## src/rtl/core/lcdns_pkg.sv

```systemverilog
package lcdns_pkg;

	// Request opcodes
	typedef enum logic [1:0] {
		OP_CHAR   = 2'd0,
		OP_CURSOR = 2'd1,
		OP_INIT   = 2'd2,
		OP_NONE   = 2'd3
	} opcode_t;

	// Configuration register indexes
	localparam logic CFG_DISPLAY_TYPE = 1'b0;
	localparam logic CFG_LINE_LENGTH  = 1'b1;

	localparam logic [1:0] DISPLAY_TYPE_RST = 2'd2;
	localparam logic [6:0] LINE_LENGTH_RST  = 7'd20;

	// Special characters
	localparam logic [7:0] CH_FORM_FEED = 8'h0C;
	localparam logic [7:0] CH_NEWLINE   = 8'h0A;
	localparam logic [7:0] CH_BACKSPACE = 8'h08;

	// Commands
	localparam logic [7:0] CMD_CLEAR      = 8'h01;
	localparam logic [7:0] CMD_ROW2_HOME  = 8'hC0;
	localparam logic [7:0] CMD_SHIFT_LEFT = 8'h10;
	localparam logic [7:0] CMD_SET_DDRAM  = 8'h80;
	localparam logic [7:0] CMD_FUNC_SET   = 8'h20;
	localparam logic [7:0] CMD_DISP_ON    = 8'h0C;
	localparam logic [7:0] CMD_ENTRY_MODE = 8'h06;
	localparam logic [7:0] ROW1_BASE      = 8'h80;
	localparam logic [7:0] ROW2_BASE      = 8'hC0;

	// Waits in microseconds
	localparam logic [12:0] DATA_WAIT_US    = 13'd200;
	localparam logic [12:0] CMD_WAIT_US     = 13'd2000;
	localparam logic [12:0] CLEAR_WAIT_US   = 13'd4000;
	localparam logic [12:0] WAKE_WAIT_US    = 13'd6000;
	localparam logic [14:0] POWERUP_WAIT_US = 15'd25000;

	localparam logic [3:0] WAKE_NIBBLE  = 4'h3;
	localparam logic [3:0] FOUR_BIT_NIB = 4'h2;

	localparam logic [3:0] STEP_BYTE_LAST = 4'd1;
	localparam logic [3:0] STEP_INIT_LAST = 4'd11;

	localparam int FIFO_DEPTH_DEF = 2;

	typedef struct packed {
		logic [1:0] opcode;
		logic [7:0] char_code;
		logic [6:0] column;
		logic [2:0] row;
	} in_t;

	typedef struct packed {
		logic        register_select;
		logic [3:0]  nibble;
		logic [14:0] wait_before_us;
		logic [12:0] wait_after_us;
		logic        last;
	} out_t;

	// Classified request handed from front to back
	typedef struct packed {
		logic        is_init;
		logic        rs;
		logic [7:0]  value;    // byte to send, or function set byte for init
		logic [12:0] wait_lo;  // wait after the low nibble of a byte
	} desc_t;

	function automatic logic [3:0] last_step(input desc_t d);
		return d.is_init ? STEP_INIT_LAST : STEP_BYTE_LAST;
	endfunction

	// One nibble write for a given step of a request
	function automatic out_t step_result(input desc_t d, input logic [3:0] step);
		out_t r;
		r.register_select = d.rs;
		r.nibble          = 4'h0;
		r.wait_before_us  = '0;
		r.wait_after_us   = '0;
		r.last            = (step == last_step(d));
		if (!d.is_init) begin
			r.nibble        = step[0] ? d.value[3:0] : d.value[7:4];
			r.wait_after_us = step[0] ? d.wait_lo : '0;
		end else begin
			r.register_select = 1'b0;
			case (step)
				4'd0: begin
					r.nibble         = WAKE_NIBBLE;
					r.wait_before_us = POWERUP_WAIT_US;
					r.wait_after_us  = WAKE_WAIT_US;
				end
				4'd1, 4'd2: begin
					r.nibble        = WAKE_NIBBLE;
					r.wait_after_us = WAKE_WAIT_US;
				end
				4'd3:  r.nibble = FOUR_BIT_NIB;
				4'd4:  r.nibble = d.value[7:4];
				4'd5:  r.nibble = d.value[3:0];
				4'd6:  r.nibble = CMD_DISP_ON[7:4];
				4'd7:  r.nibble = CMD_DISP_ON[3:0];
				4'd8:  r.nibble = CMD_CLEAR[7:4];
				4'd9:  r.nibble = CMD_CLEAR[3:0];
				4'd10: r.nibble = CMD_ENTRY_MODE[7:4];
				4'd11: r.nibble = CMD_ENTRY_MODE[3:0];
				default: r.nibble = 4'h0;
			endcase
			if (step >= 4'd5 && step[0])
				r.wait_after_us = CMD_WAIT_US;
		end
		return r;
	endfunction

endpackage

```

## src/rtl/core/lcdns_front.sv

```systemverilog
module lcdns_front (
	input  logic                 clk,
	input  logic                 arst_n,
	input  logic                 cfg_we,
	input  logic                 cfg_addr,
	input  logic [6:0]           cfg_wdata,
	input  logic                 take,
	input  lcdns_pkg::in_t       req,
	output logic                 push,
	output lcdns_pkg::desc_t     desc
);

	logic [1:0] display_type_q;
	logic [6:0] line_length_q;
	logic [7:0] base;
	logic [7:0] addr;

	always_ff @(posedge clk or negedge arst_n) begin
		if (!arst_n) begin
			display_type_q <= lcdns_pkg::DISPLAY_TYPE_RST;
			line_length_q  <= lcdns_pkg::LINE_LENGTH_RST;
		end else if (cfg_we) begin
			if (cfg_addr == lcdns_pkg::CFG_DISPLAY_TYPE)
				display_type_q <= cfg_wdata[1:0];
			else
				line_length_q <= cfg_wdata;
		end
	end

	// Row base address; out-of-range rows fall back to row one
	always_comb begin
		case (req.row)
			3'd2:    base = lcdns_pkg::ROW2_BASE;
			3'd3:    base = lcdns_pkg::ROW1_BASE + {1'b0, line_length_q};
			3'd4:    base = lcdns_pkg::ROW2_BASE + {1'b0, line_length_q};
			default: base = lcdns_pkg::ROW1_BASE;
		endcase
	end

	assign addr = base + {1'b0, req.column} - 8'd1;

	always_comb begin
		desc.is_init = 1'b0;
		desc.rs      = 1'b0;
		desc.value   = '0;
		desc.wait_lo = lcdns_pkg::CMD_WAIT_US;
		push         = take;
		case (lcdns_pkg::opcode_t'(req.opcode))
			lcdns_pkg::OP_CHAR: begin
				case (req.char_code)
					lcdns_pkg::CH_FORM_FEED: begin
						desc.value   = lcdns_pkg::CMD_CLEAR;
						desc.wait_lo = lcdns_pkg::CLEAR_WAIT_US;
					end
					lcdns_pkg::CH_NEWLINE:   desc.value = lcdns_pkg::CMD_ROW2_HOME;
					lcdns_pkg::CH_BACKSPACE: desc.value = lcdns_pkg::CMD_SHIFT_LEFT;
					default: begin
						desc.rs      = 1'b1;
						desc.value   = req.char_code;
						desc.wait_lo = lcdns_pkg::DATA_WAIT_US;
					end
				endcase
			end
			lcdns_pkg::OP_CURSOR: desc.value = lcdns_pkg::CMD_SET_DDRAM | addr;
			lcdns_pkg::OP_INIT: begin
				desc.is_init = 1'b1;
				desc.value   = lcdns_pkg::CMD_FUNC_SET | {4'b0, display_type_q, 2'b0};
			end
			default: push = 1'b0;  // unused opcode: taken and dropped
		endcase
	end

endmodule

```

## src/rtl/core/lcdns_fifo.sv

```systemverilog
module lcdns_fifo #(
	parameter int DEPTH = lcdns_pkg::FIFO_DEPTH_DEF
) (
	input  logic                 clk,
	input  logic                 arst_n,
	input  logic                 push,
	input  lcdns_pkg::desc_t     wdata,
	input  logic                 pop,
	output lcdns_pkg::desc_t     rdata,
	output logic                 full,
	output logic                 empty
);

	localparam int PtrW = (DEPTH > 1) ? $clog2(DEPTH) : 1;
	localparam int CntW = $clog2(DEPTH + 1);

	lcdns_pkg::desc_t mem_q [DEPTH];
	logic [PtrW-1:0]  wptr_q;
	logic [PtrW-1:0]  rptr_q;
	logic [CntW-1:0]  count_q;

	assign full  = (count_q == CntW'(DEPTH));
	assign empty = (count_q == '0);
	assign rdata = mem_q[rptr_q];

	always_ff @(posedge clk) begin
		if (push)
			mem_q[wptr_q] <= wdata;
	end

	always_ff @(posedge clk or negedge arst_n) begin
		if (!arst_n) begin
			wptr_q  <= '0;
			rptr_q  <= '0;
			count_q <= '0;
		end else begin
			if (push)
				wptr_q <= (wptr_q == PtrW'(DEPTH - 1)) ? '0 : wptr_q + 1'b1;
			if (pop)
				rptr_q <= (rptr_q == PtrW'(DEPTH - 1)) ? '0 : rptr_q + 1'b1;
			case ({push, pop})
				2'b10:   count_q <= count_q + 1'b1;
				2'b01:   count_q <= count_q - 1'b1;
				default: count_q <= count_q;
			endcase
		end
	end

	a_no_overflow: assert property (@(posedge clk) disable iff (!arst_n)
		push |-> (count_q != CntW'(DEPTH)))
		else $error("queue written while full");

	a_no_underflow: assert property (@(posedge clk) disable iff (!arst_n)
		pop |-> (count_q != '0))
		else $error("queue read while empty");

endmodule

```

## src/rtl/core/lcdns_back.sv

```systemverilog
module lcdns_back (
	input  logic                 clk,
	input  logic                 arst_n,
	input  logic                 q_valid,
	input  lcdns_pkg::desc_t     q_desc,
	output logic                 q_pop,
	output logic                 out_valid,
	input  logic                 out_ready,
	output lcdns_pkg::out_t      out_data
);

	lcdns_pkg::desc_t cur_q;
	logic             cur_valid_q;
	logic [3:0]       step_q;
	logic             out_valid_q;
	lcdns_pkg::out_t  out_q;
	logic             advance;
	logic             at_end;

	assign advance = cur_valid_q && (!out_valid_q || out_ready);
	assign at_end  = (step_q == lcdns_pkg::last_step(cur_q));
	assign q_pop   = q_valid && (!cur_valid_q || (advance && at_end));

	assign out_valid = out_valid_q;
	assign out_data  = out_q;

	always_ff @(posedge clk) begin
		if (q_pop)
			cur_q <= q_desc;
		if (advance)
			out_q <= lcdns_pkg::step_result(cur_q, step_q);
	end

	always_ff @(posedge clk or negedge arst_n) begin
		if (!arst_n) begin
			cur_valid_q <= 1'b0;
			step_q      <= '0;
			out_valid_q <= 1'b0;
		end else begin
			if (advance)
				out_valid_q <= 1'b1;
			else if (out_ready)
				out_valid_q <= 1'b0;
			if (q_pop) begin
				cur_valid_q <= 1'b1;
				step_q      <= '0;
			end else if (advance) begin
				if (at_end)
					cur_valid_q <= 1'b0;
				step_q <= step_q + 1'b1;
			end
		end
	end

	a_step_bound: assert property (@(posedge clk) disable iff (!arst_n)
		cur_valid_q |-> (step_q <= lcdns_pkg::last_step(cur_q)))
		else $error("step counter ran past end of request");

	a_powerup_only_first: assert property (@(posedge clk) disable iff (!arst_n)
		(out_valid_q && out_q.wait_before_us != '0) |->
			(out_q.nibble == lcdns_pkg::WAKE_NIBBLE && !out_q.register_select))
		else $error("power-up wait on a nibble other than the first wake-up");

	a_pop_on_finish: assert property (@(posedge clk) disable iff (!arst_n)
		(cur_valid_q && !at_end) |-> !q_pop)
		else $error("new request loaded before current one finished");

endmodule

```

## src/rtl/core/char_lcd_nibble_sequencer.sv

```systemverilog
// Character LCD nibble sequencer (4-bit controller interface). Each input
// transaction is a request: show a character, set the cursor, or run the
// power-up initialization; it becomes a run of nibble-write transactions
// on the output, each carrying register select, the nibble, the waits
// before and after it, and a last flag on the final nibble of the request.
// A front stage classifies requests into descriptors (form feed, newline
// and backspace become commands; cursor requests get their DDRAM address)
// and writes them into a small queue; a back stage reads the queue and
// issues one nibble per cycle, when out_ready allows, through an output
// register that sets the sustained rate. Characters and cursor requests
// become two nibble writes, initialization twelve; opcode 3 is accepted
// and produces nothing. The input stays open while the queue has room, so
// a stalled output does not block acceptance until the FIFO_DEPTH entries
// are full. Configuration (display type, line length) must be written only
// while the block is idle.
module char_lcd_nibble_sequencer #(
	parameter int FIFO_DEPTH = lcdns_pkg::FIFO_DEPTH_DEF
) (
	input  logic              clk,
	input  logic              arst_n,
	// configuration write port
	input  logic              cfg_we,
	input  logic              cfg_addr,
	input  logic [6:0]        cfg_wdata,
	// request channel
	input  logic              in_valid,
	output logic              in_ready,
	input  lcdns_pkg::in_t    in_data,
	// nibble write channel
	output logic              out_valid,
	input  logic              out_ready,
	output lcdns_pkg::out_t   out_data
);

	logic             take;
	logic             push;
	logic             pop;
	logic             q_full;
	logic             q_empty;
	lcdns_pkg::desc_t f_desc;
	lcdns_pkg::desc_t q_desc;

	// accept whenever the queue can take a descriptor
	assign in_ready = !q_full;
	assign take     = in_valid && in_ready;

	lcdns_front u_front (
		.clk       (clk),
		.arst_n    (arst_n),
		.cfg_we    (cfg_we),
		.cfg_addr  (cfg_addr),
		.cfg_wdata (cfg_wdata),
		.take      (take),
		.req       (in_data),
		.push      (push),
		.desc      (f_desc)
	);

	lcdns_fifo #(
		.DEPTH (FIFO_DEPTH)
	) u_fifo (
		.clk    (clk),
		.arst_n (arst_n),
		.push   (push),
		.wdata  (f_desc),
		.pop    (pop),
		.rdata  (q_desc),
		.full   (q_full),
		.empty  (q_empty)
	);

	// back stage: steps through nibbles of the descriptor popped from the queue head
	lcdns_back u_back (
		.clk       (clk),
		.arst_n    (arst_n),
		.q_valid   (!q_empty),
		.q_desc    (q_desc),
		.q_pop     (pop),
		.out_valid (out_valid),
		.out_ready (out_ready),
		.out_data  (out_data)
	);

endmodule

```

## config.mk

```make
export PLATFORM = sky130hd
export DESIGN_NAME = char_lcd_nibble_sequencer
export DESIGN_NICKNAME = d
export VERILOG_FILES = /design/src/rtl/core/lcdns_pkg.sv /design/src/rtl/core/lcdns_front.sv /design/src/rtl/core/lcdns_fifo.sv /design/src/rtl/core/lcdns_back.sv /design/src/rtl/core/char_lcd_nibble_sequencer.sv
export SDC_FILE = /design/constraint.sdc
export NUM_CORES = 1
export LEC_CHECK = 0
export ABC_AREA = 1
export BUFFER_PORTS_ARGS = -buffer_cell sky130_fd_sc_hd__buf_2
export CAP_MARGIN = 20
export CORE_ASPECT_RATIO = 1.4
export CORE_MARGIN = 2
export CORE_UTILIZATION = 40
export DETAILED_ROUTE_END_ITERATION = 16
export SLEW_MARGIN = 20
export SYNTH_ARGS = -nofsm -noshare
export SYNTH_HDL_FRONTEND = slang
export SYNTH_SLANG_ARGS = --single-unit
```

## constraint.sdc

```tcl
create_clock -name clk -period 6.9 [get_ports clk]
set_clock_uncertainty 0.15 [all_clocks]
set_input_delay 0.345 -clock clk [delete_from_list [all_inputs] [get_ports clk]]
set_output_delay 0.345 -clock clk [all_outputs]
set_load 0.1 [all_outputs]
```

==> results by group <==
Clock network
  • Clock Sinks: approximately 80
  • Clock root cell: clkbuf_16
  • Skew-Pair Late Insertion Delay: around 0.33 ns
  • Postcts setup bufs: 0
  • Maximum clock insertion buffer count: 2
  • CTS tree: yes
  • Post_cts resized: 0
  • TritonCTS Buffers: 9
  • Reg clk slew, reported paths: 0.06 ns
  • H-tree levels: 3

Placed design
  • Buffers on Ports: 56
  • Post-DP Area: 4420 um^2
  • RePlAce Congestion: 0.823
  • Dpl hpwl: 5.44 mm

Job
  • Max-cap violations: 0

Timing
  • RSZ-0062 raised after global routing: no
  • Worst-Margin Slew: 0.564 ns
  • Max Slew Vio Count: 0
  • Setup TNS: 0 ns
  • Final hold slack: 0.0963 ns
  • Setup violations, final: 0
  • Final Cycle Share: 0.377
  • Max-Slew Margin vs Limit: 0.624
  • FMAX: 0.384 GHz
  • Fin crit period: 2.60 ns
  • Hold Vio Cnt, Final: 0

Pwr
  • Combinational power share: 0.456
  • Internal power: 1210 uW
  • Power per cell area: 495 nW/um^2
  • Pleak: 0.00222 uW
  • Switch share: 0.482
  • Seq pwr share: 0.352
  • P_sw: 1130 uW
  • Clock network fraction of total power: 0.192
  • Peak VDD IR: 0.000161 V

Critical path
  • Worst EP arrival: 2.52 ns
  • Critical path cell sequence: buf_2 -> nor2_1 -> a22o_1 -> nand2_1 -> ha_1 -> inv_1 -> ha_1 -> inv_1 -> fa_1 -> inv_1 -> nand2_1 -> a21boi_0 -> o21ai_0 -> nand3_1 -> nand3_1
  • Crit path max-delay family: adder cells
  • Crit Path Class: input port to flop
  • WP buf/inv: 4
  • Worst Setup Start Kind: input port
  • CP Max Fanout: 6
  • CP Capture Type: flop
  • Slowest cell on the critical path: fa_1
  • Critical Path Max Stage Delay: 0.36 ns
  • Critical path's most frequent cell: inv_1
  • Crit path required time: 6.81 ns

Floorplanning
  • Initial Util: 0.411
  • Die Footprint: ~11000 um^2
  • Num rows: 43
  • Die width: around 89 um
  • Core ar.: 9950 um^2
  • Io pins: between 60 and 70
  • Die extent in y: 124 um

Logic synthesis
  • Post-Synth Adder-Cell Area: 0.0539
  • Cells after synthesis: 420
  • Syn_area_per_cell: approximately 10 um^2
  • Synthesized flop and latch total: 79
  • Synth Area in Simple Gates: 0.201
  • Sequential share of the synthesized area: 0.558
  • Distinct cells, synth: 40
  • Post-synthesis mux area share: 0.0135
  • Mapped Area: 4090 um^2
  • Combinational family with the most area after synthesis: simple AND/OR/NAND/NOR gates
  • XOR/XNOR Fraction of Synth Area: 0.0129
  • YS warnings: 0
  • Synth Area in Compound Gates: 0.0548

Finish
  • Final instance area: 4710 um^2
  • Final core area utilization: 0.473
  • # diodes: 0
  • Layout area overhead: 15.3%
  • Final nets: 527
  • Share of cells above drive strength 1: 0.214

Global routing
  • Largest net degree at the start of global routing: 22
  • Number of global-route vias before repair: 2747
  • GR Util All Layers: 0.142
  • Antenna violations before repair: 0
  • GRT Residual Overflow: 0
  • First-pass GRT wire length: 11.8 mm

Routing
  • 1st-pass router iterations: 5
  • DRC viols: 0
  • Routed Antenna Nets: 0
  • DR vias: 2793
  • Initial drt markers: 154
  • Vias per inst: between 4 and 5
  • Wire length per cell: ~11 um
  • Final WL: 7.02 mm

Worst hold path
  • Worst hold path type: input port to flop

Status
  • Status: finished, final reports clean
[metal layers]
layer	routed length, um	vias up	track usage
met2	3810	72	0.268
met5	0	-	0
met3	332	13	0.0417
met1	2690	1263	0.138
met4	186	0	0.0634
li1	-	1445	-
[worst register-to-register path, cell delays in order, from the launching register on]
cell and delay (ns):
dfrtp_1 0.39, nand2_1 0.07, ha_1 0.28, inv_1 0.06
ha_1 0.16, inv_1 0.07, fa_1 0.36, inv_1 0.08
nand2_1 0.06, a21boi_0 0.24, o21ai_0 0.11, nand3_1 0.07
nand3_1 0.08
[state kept, by name (all words and copies together), names as in the netlist]
name,count
u_back.out_valid,1
u_fifo.wptr_q,1
u_fifo.rptr_q,1
u_back.out_data,15
u_front.line_length_q,7
u_fifo.mem_q,30
u_back.step_q,4
u_back.cur_valid_q,1
u_fifo.count_q,2
u_front.display_type_q,2
u_back.cur_q,15
[Yosys cell counts]
library cell  count  area (um^2)
a22o_1            1         8.76
nor2_4            3         33.8
nor3_1            4         20.0
nand3b_2          1         11.3
edfxtp_1         60         1800
mux2_2            4         45.0
clkbuf_1          1         3.75
dfrtp_1          16          400
buf_4            19          143
inv_2             3         11.3
dfstp_2           3         78.8
ha_1             16          200
nor2_2            6         37.5
nand2_1         117          439
clkinv_4          1         8.76
xor2_1            5         43.8
nand3_1          12         60.1
fa_1              1         20.0
o21ai_2           1         8.76
o21ai_1           8         40.0
buf_2             3         15.0
buf_6             1         11.3
a31oi_1           1         6.26
xnor2_1           1         8.76
and3_1            1         6.26
nand4_1           6         37.5
mux2i_1           1         10.0
nand2_4           1         11.3
o21ai_0          18         90.1
nand3_2           1         10.0
nor2_1           26         97.6
nand3b_4          2         40.0
nand2_2           3         18.8
o211ai_1          2         15.0
inv_6             1         8.76
inv_1            60          225
a21boi_0          1         7.51
a21oi_1           6         30.0
conb_1            1         3.75
a21oi_2           2         17.5
[cell type report]
type / count / area (um^2)
fill: 962 / 5240
sequential: 79 / 2280
multi-input combinational: 263 / 1420
timing repair buffer: 59 / 305
inverter: 65 / 254
clock buffer: 11 / 233
tap: 135 / 169
clock inverter: 5 / 48.8
[power groups by stage]
stage	combinational (uW)	clock (uW)	sequential, uW
after floorplan	626	0	1140
after global placement	1060	0	827
after detailed placement	1070	0	834
after CTS	1080	457	825
after global routing	1150	477	842
final	1060	447	822
[per-stage QoR]
step           worst slack (ns)  power [uW]  instances
2_1_floorplan              4.23        1760        431
3_3_place_gp               4.10        1890        600
3_5_place_dp               3.99        1910        600
4_1_cts                    4.33        2360        617
5_1_grt                    4.11        2470        617
6_report                   4.30        2330        617
[layout by cell type (no fill, tap or decap), drive strengths merged]
master,n
o211ai,2
nand4,6
bufinv,1
xnor2,1
conb,12
buf,58
a22o,1
a31oi,1
ha,16
clkinv,5
a21oi,8
inv,64
mux2,4
and3,1
edfxtp,60
xor2,5
nand3b,3
nand2,121
dlygate4sd3,1
nor3,4
a21boi,1
fa,1
clkbuf,11
o21ai,27
mux2i,1
nand3,13
dfrtp,16
nor2,35
dfstp,3
[what timing repair did]
action / 4_1_cts / 5_1_grt
endpoints found under the setup margin: 0 / 0
endpoints found under the hold margin: 16 / 0
hold buffers: 1 / 0
[worst paths after layout]
kind | startpoint | endpoint | slack, ns | cells after the start
worst min-delay path | cfg_wdata[3] | u_front.line_length_q[3]$_DFFE_PN0P_ | 0.1 | 2
worst min register to register | u_front.display_type_q[1]$_DFFE_PN1P_ | u_front.display_type_q[1]$_DFFE_PN1P_ | 0.34 | 2
worst max register to register | u_front.line_length_q[1]$_DFFE_PN0P_ | u_fifo.mem_q[0][17]$_DFFE_PP_ | 4.45 | 12
worst max-delay path | in_data[0] | u_fifo.mem_q[0][17]$_DFFE_PP_ | 4.30 | 15
min in group asynchronous | arst_n | u_front.line_length_q[6]$_DFFE_PN0P_ | 0.34 | 2
max in group asynchronous | arst_n | u_front.display_type_q[1]$_DFFE_PN1P_ | 5.93 | 2
[cell families (layout without fill, tap and decap cells)]
group | count (synthesis) | count (layout)
buf+inv | 89 | 140
xor+xnor | 6 | 6
flops | 79 | 79
fa+ha+maj | 17 | 17
mux | 5 | 5
compound gates | 40 | 40
simple gates | 183 | 183
other cells | 1 | 12
Note: power is estimated with default switching activity, not from simulation.
